$ cat src/rtl/igbc_pkg.sv
package igbc_pkg;

   localparam int MaxSamples = 4096;
   localparam int CountW = $clog2(MaxSamples + 1);
   localparam int SumW = 29;
   localparam int BiasW = 25;
   localparam int CorrW = 25;
   localparam int DivW = SumW + 8;
   localparam int GsqW = 2 * CorrW + 2;
   localparam int RootW = GsqW / 2;
   localparam int AsqW = 34;
   localparam int AccelRootW = AsqW / 2;

   localparam logic [1:0] CMD_ACCUM = 2'd0;
   localparam logic [1:0] CMD_FINISH = 2'd1;
   localparam logic [1:0] CMD_CONVERT = 2'd2;

   localparam logic [2:0] ST_CONVERTED = 3'd0;
   localparam logic [2:0] ST_ACCUMULATED = 3'd1;
   localparam logic [2:0] ST_BIAS_UPDATED = 3'd2;
   localparam logic [2:0] ST_NO_SAMPLES = 3'd3;
   localparam logic [2:0] ST_DROPPED = 3'd4;

   typedef struct packed {
      logic load;
      logic accumulate;
      logic div_start;
      logic div_step;
      logic div_store;
      logic finish_clear;
      logic sq_start;
      logic sq_step;
      logic sqrt_step;
   } cmd_type;

   typedef struct packed {
      logic [1:0] command;
      logic count_full;
      logic count_zero;
   } stat_type;

endpackage

$ cat src/rtl/igbc_control.sv
module igbc_control (
   input  logic clock,
   input  logic reset,
   input  logic req_valid,
   output logic req_stall,
   output logic rsp_valid,
   input  logic rsp_stall,
   input  igbc_pkg::stat_type stat,
   output igbc_pkg::cmd_type cmd,
   output logic [2:0] status,
   output logic converted
);
   import igbc_pkg::*;

   localparam logic [2:0] S_IDLE = 3'd0;
   localparam logic [2:0] S_DECODE = 3'd1;
   localparam logic [2:0] S_DIV = 3'd2;
   localparam logic [2:0] S_SQ = 3'd3;
   localparam logic [2:0] S_SQRT = 3'd4;
   localparam logic [2:0] S_OUT = 3'd5;

   logic [2:0] state_ff, state_in;
   logic [5:0] cnt_ff, cnt_in;
   logic [2:0] status_ff, status_in;
   logic conv_ff, conv_in;

   assign req_stall = state_ff != S_IDLE;
   assign rsp_valid = state_ff == S_OUT;
   assign status = status_ff;
   assign converted = conv_ff;

   always_comb begin
      state_in = state_ff;
      cnt_in = cnt_ff;
      status_in = status_ff;
      conv_in = conv_ff;
      cmd = '0;
      unique case (state_ff)
         S_IDLE: begin
            if (req_valid) begin
               cmd.load = 1'b1;
               state_in = S_DECODE;
            end
         end
         S_DECODE: begin
            conv_in = 1'b0;
            cnt_in = '0;
            unique case (stat.command)
               CMD_ACCUM: begin
                  state_in = S_OUT;
                  if (stat.count_full) status_in = ST_DROPPED;
                  else begin
                     cmd.accumulate = 1'b1;
                     status_in = ST_ACCUMULATED;
                  end
               end
               CMD_FINISH: begin
                  if (stat.count_zero) begin
                     status_in = ST_NO_SAMPLES;
                     state_in = S_OUT;
                  end else begin
                     cmd.div_start = 1'b1;
                     status_in = ST_BIAS_UPDATED;
                     state_in = S_DIV;
                  end
               end
               CMD_CONVERT: begin
                  cmd.sq_start = 1'b1;
                  status_in = ST_CONVERTED;
                  conv_in = 1'b1;
                  state_in = S_SQ;
               end
               default: state_in = S_IDLE;
            endcase
         end
         S_DIV: begin
            cnt_in = cnt_ff + 1'b1;
            if (cnt_ff == 6'(DivW)) begin
               cmd.div_store = 1'b1;
               cmd.finish_clear = 1'b1;
               state_in = S_OUT;
            end else cmd.div_step = 1'b1;
         end
         S_SQ: begin
            cmd.sq_step = 1'b1;
            cnt_in = cnt_ff + 1'b1;
            if (cnt_ff == 6'd2) begin
               cnt_in = '0;
               state_in = S_SQRT;
            end
         end
         S_SQRT: begin
            cmd.sqrt_step = 1'b1;
            cnt_in = cnt_ff + 1'b1;
            if (cnt_ff == 6'(GsqW / 2 - 1)) state_in = S_OUT;
         end
         S_OUT: if (!rsp_stall) state_in = S_IDLE;
         default: state_in = S_IDLE;
      endcase
   end

   always_ff @(posedge clock) begin
      if (reset) begin
         state_ff <= S_IDLE;
         cnt_ff <= '0;
         status_ff <= '0;
         conv_ff <= 1'b0;
      end else begin
         state_ff <= state_in;
         cnt_ff <= cnt_in;
         status_ff <= status_in;
         conv_ff <= conv_in;
      end
   end
endmodule

$ cat config.mk
export PLATFORM = sky130hd
export DESIGN_NAME = igbc_control
export DESIGN_NICKNAME = d
export VERILOG_FILES = /design/src/rtl/igbc_pkg.sv /design/src/rtl/igbc_control.sv
export SDC_FILE = /design/constraint.sdc
export NUM_CORES = 1
export LEC_CHECK = 0
export ABC_AREA = 1
export ABC_CLOCK_PERIOD_IN_PS = 1200
export BUFFER_PORTS_ARGS = -buffer_cell sky130_fd_sc_hd__buf_2
export CAP_MARGIN = 20
export CORE_MARGIN = 5
export CORE_UTILIZATION = 30
export CTS_CLUSTER_SIZE = 10
export DETAILED_ROUTE_END_ITERATION = 8
export GPL_ROUTABILITY_DRIVEN = 1
export GPL_TIMING_DRIVEN = 1
export SYNTH_ARGS = -nofsm -noshare
export SYNTH_HDL_FRONTEND = slang
export SYNTH_SLANG_ARGS = --single-unit
$ cat constraint.sdc
create_clock -name clock -period 1.2 [get_ports clock]
set_input_delay 0 -clock clock [delete_from_list [all_inputs] [get_ports clock]]
set_output_delay 0 -clock clock [all_outputs]
set_load 0.005 [all_outputs]
==> run summary <==
The tools report the final-report hold violation count as 0. After technology mapping, the gate count stands at 143. The worst setup slack after layout is -0.0414 ns, and the number of input and output port buffers inserted is 22. The root buffer cell chosen for the clock tree is sky130_fd_sc_hd__clkbuf_4.

The first-pass detailed-route iteration total was 4; the maximum clock path buffer count was 2. The most used flip-flop cell after synthesis is sky130_fd_sc_hd__dfxtp_1. In this run the worst path has a maximum fanout of 6.

The source-to-sink clock delay at the later pin of the worst-skew pair was 0.28 ns. The maximum level of the CTS H-tree came out at 1. The share of the core filled with cells in the final layout is 50.2%.

The number of top-level design ports is 23. The number of antenna diodes in the final layout is 0. The routed layout has 1001 vias. The count of warnings emitted by yosys is 0.

The commonest cells after synthesis are 30 x sky130_fd_sc_hd__nand2_1, 21 x sky130_fd_sc_hd__nor2_1, 19 x sky130_fd_sc_hd__inv_1. By area the synthesized netlist is led by sky130_fd_sc_hd__dfxtp_1 26%, sky130_fd_sc_hd__nand2_1 11%, sky130_fd_sc_hd__ha_1 10%. Wires add up to 2.44 mm. The final critical path takes up 103% of the cycle. The final reports fail on setup timing. For the required time of the critical path, the log shows 1.38 ns. The tools report the largest net degree at the start of global routing as 8. The tools report the number of antenna-violating nets in the routed design as 0. The average instance in the mapped netlist occupies 6.90 µm². The endpoint identified for the worst register-to-register timing path is cnt_ff[2].

Internal power comes to 1.66 mW. Measured against its own limit, the worst slew margin works out to 86.6%. Clock skew on the completed layout was measured at 0.00285 ns. The sequential element share of the synthesized area is 26.4%, and the transition at the pin with the smallest max-transition slack is 0.201 ns.

The wire length per cell was 10.2 µm. The synthesized net count is 159, and the signed area change from the synthesized netlist to the final layout is 57.7%. The number of stages on the worst hold path works out to 5.

The number of cells traversed by the worst register-to-register path is 8, and the number of filler instances in the final layout is 322. Combinational cells account for 68.1% of the total power. Derived from the worst setup path, the maximum achievable clock frequency is 806 MHz. From bottom edge to top edge, the die measures 67.4 µm. The logs give 0.00310 mm² for the placeable core area and 987 µm² for the cell area after synthesis. For the final number of setup-violating endpoints, the log shows 10. In the routed layout, each cell is associated on average with a via count of 4.21.

The tools report the number of global-route vias before repair as 935. Summed over all nets, the switching power comes to 1.41 mW. The total track usage came out at 12.4%.

Summed over all instances, the cell type with the most area after synthesis is sky130_fd_sc_hd__dfxtp_1. The path class of the tightest hold or removal check is input pin to flop. The number of enable flip-flop cells after synthesis came out at 0. The worst hold path terminates at status[0]. Summed over all cells, the static leakage comes to 0.786 nW. The horizontal die dimension is 67.4 µm. The startpoint identified for the worst hold timing path is stat[0]. Setup repair after global routing could not meet its margin everywhere. Prior to clock tree synthesis, the placed netlist has a worst setup slack of -0.0881 ns.

The die covers 0.00454 mm². Power spread over the standard cell area amounts to 1970 mW/mm². The clock slew seen by the registers of the worst setup and hold paths is 0.08 ns. In the routed design, unresolved DRC markers number 0. The worst setup path is launched from a flop.

TritonCTS built the clock tree. The switching share of power is 46.0%. The worst reg-to-reg setup slack was -0.04 ns. Of the total power, registers draw 22.7%. The worst setup path is of the flop to flop kind. After synthesis the netlist holds a flip-flop and latch count of 13.

The critical path arrival was 1.42 ns; the final RePlAce weighted congestion was 0.791. The DRC violation total after the first TritonRoute iteration came out at 28. The floorplan has 20 rows. The tools report the starting density of the core as 31.8%.

The fraction of layout cells with a size suffix above 1 is 51.0%. The tools report the final count of pins violating max slew as 0. Hold is met by 0.151 ns. The clock share of power is 9.1%, and the final critical-path required period is 1.24 ns. The first global-routing pass estimated 4.21 mm of wire. The worst register-to-register path begins at state_ff[0].

The share of async-settable or async-resettable flops after synthesis is 0%. STA classifies the critical path endpoint as a flop. At the end of the flow, the number of nets in the layout was 211. The placed wire-length estimate is 1.81 mm.

The share of the synthesized area in the top cell type came out at 26.4%. The flow ran to the end, but the final reports show violations. The most used standard cell by instance count after synthesis is sky130_fd_sc_hd__nand2_1. The initial antenna violation count was 0. Leftover overflow at the end of global routing: 0. Across the run, the number of max-cap violations was 0. The logs give 13 for the TritonCTS sink count and 3 for the CTS buffer count.

The netlist uses 24 different library cells. IR analysis of the VDD net gives a maximum drop of 821 µV.
flip-flops by register name, indices dropped and copies added (netlist names):
signal     flops
cnt_ff         6
state_ff       3
status         3
converted      1
cells in the final DEF (no fill, tap or decap), drive strengths merged:
master and instances:
a21oi 9, buf 47, clkbuf 4, dfxtp 13
dlygate4sd3 2, ha 8, inv 26, nand2 35
nand3 13, nand4 1, nor2 25, nor3 3
o211ai 1, o21ai 5, xnor2 1, xor2 1
power by group through the flow:
stage          Sequential (mW)  Clock, mW  Combinational, mW
2_1_floorplan            0.626          0               1.13
3_3_place_gp             0.643          0               1.62
3_5_place_dp             0.643          0               1.63
4_1_cts                  0.680      0.292               1.88
5_1_grt                  0.717      0.319               2.30
6_report                 0.698      0.280               2.09
worst max path at each step:
stage	slack (ns)	depth (start not counted)	endpoint	start
finish	-0.04	8	cnt_ff[2]	state_ff[0]
global route	-0.14	8	cnt_ff[2]	state_ff[0]
CTS	-0.03	5	cmd[6]	state_ff[0]
detailed placement	-0.09	7	cnt_ff[2]	state_ff[1]
global placement	-0.07	7	cnt_ff[2]	state_ff[1]
floorplan	0.03	9	state_ff[1]	state_ff[1]
per-layer routing:
metal  up-vias  wire (µm)  global-route usage [%]
met5         -          0                       0
met4         0         57                    6.84
met3         5        110                    2.33
met2        21       1120                    19.6
met1       434       1150                    15.8
li1        541          -                       -
what timing repair did:
| item | in CTS | in global routing |
|---|---|---|
| pin swaps | 7 | 8 |
| hold buffers | 2 | 0 |
| gates cloned | 0 | 0 |
| endpoints found under the hold margin | 6 | 0 |
| setup buffers | 5 | 3 |
| resized for setup | 34 | 18 |
| endpoints found under the setup margin | 18 | 18 |
cells by family (layout without fill, tap and decap cells):
logic type      Yosys count  count (layout)  share of synthesized area, %
fa+ha+maj                 8               8                          10.1
buf+inv                  28              79                          11.8
flops                    13              13                          26.4
compound gates           15              15                          8.24
simple gates             77              77                          41.7
xor+xnor                  2               2                          1.77
critical path, cell delays in order, from the launching register on:
cell	delay [ns]
sky130_fd_sc_hd__dfxtp_4	0.38
sky130_fd_sc_hd__inv_2	0.06
sky130_fd_sc_hd__nand3_4	0.08
sky130_fd_sc_hd__buf_6	0.10
sky130_fd_sc_hd__nand3_4	0.11
sky130_fd_sc_hd__nor2_8	0.19
sky130_fd_sc_hd__inv_2	0.06
sky130_fd_sc_hd__a21oi_2	0.11
sky130_fd_sc_hd__nor2_1	0.05
cell type report:
class                   instances  area (µm²)  area share [%]
clock buffers                   4        26.3            1.69
inverters                      26         103            6.59
multi-input cells             102         752            48.3
flip-flops and latches         13         277            17.8
well taps                      44        55.1            3.54
repair buffers                 49         344            22.1
metrics by stage:
stage / cell area (µm²) / std cells / power, mW / setup TNS [ns]
global route: 1560 / 238 / 3.34 / -1.60
CTS: 1460 / 235 / 2.85 / -0.173
global placement: 1260 / 224 / 2.26 / -0.387
detailed placement: 1260 / 224 / 2.27 / -0.528
floorplan: 987 / 143 / 1.76 / 0
finish: 1560 / 238 / 3.07 / -0.209
Note: power is estimated with default switching activity, not from simulation.
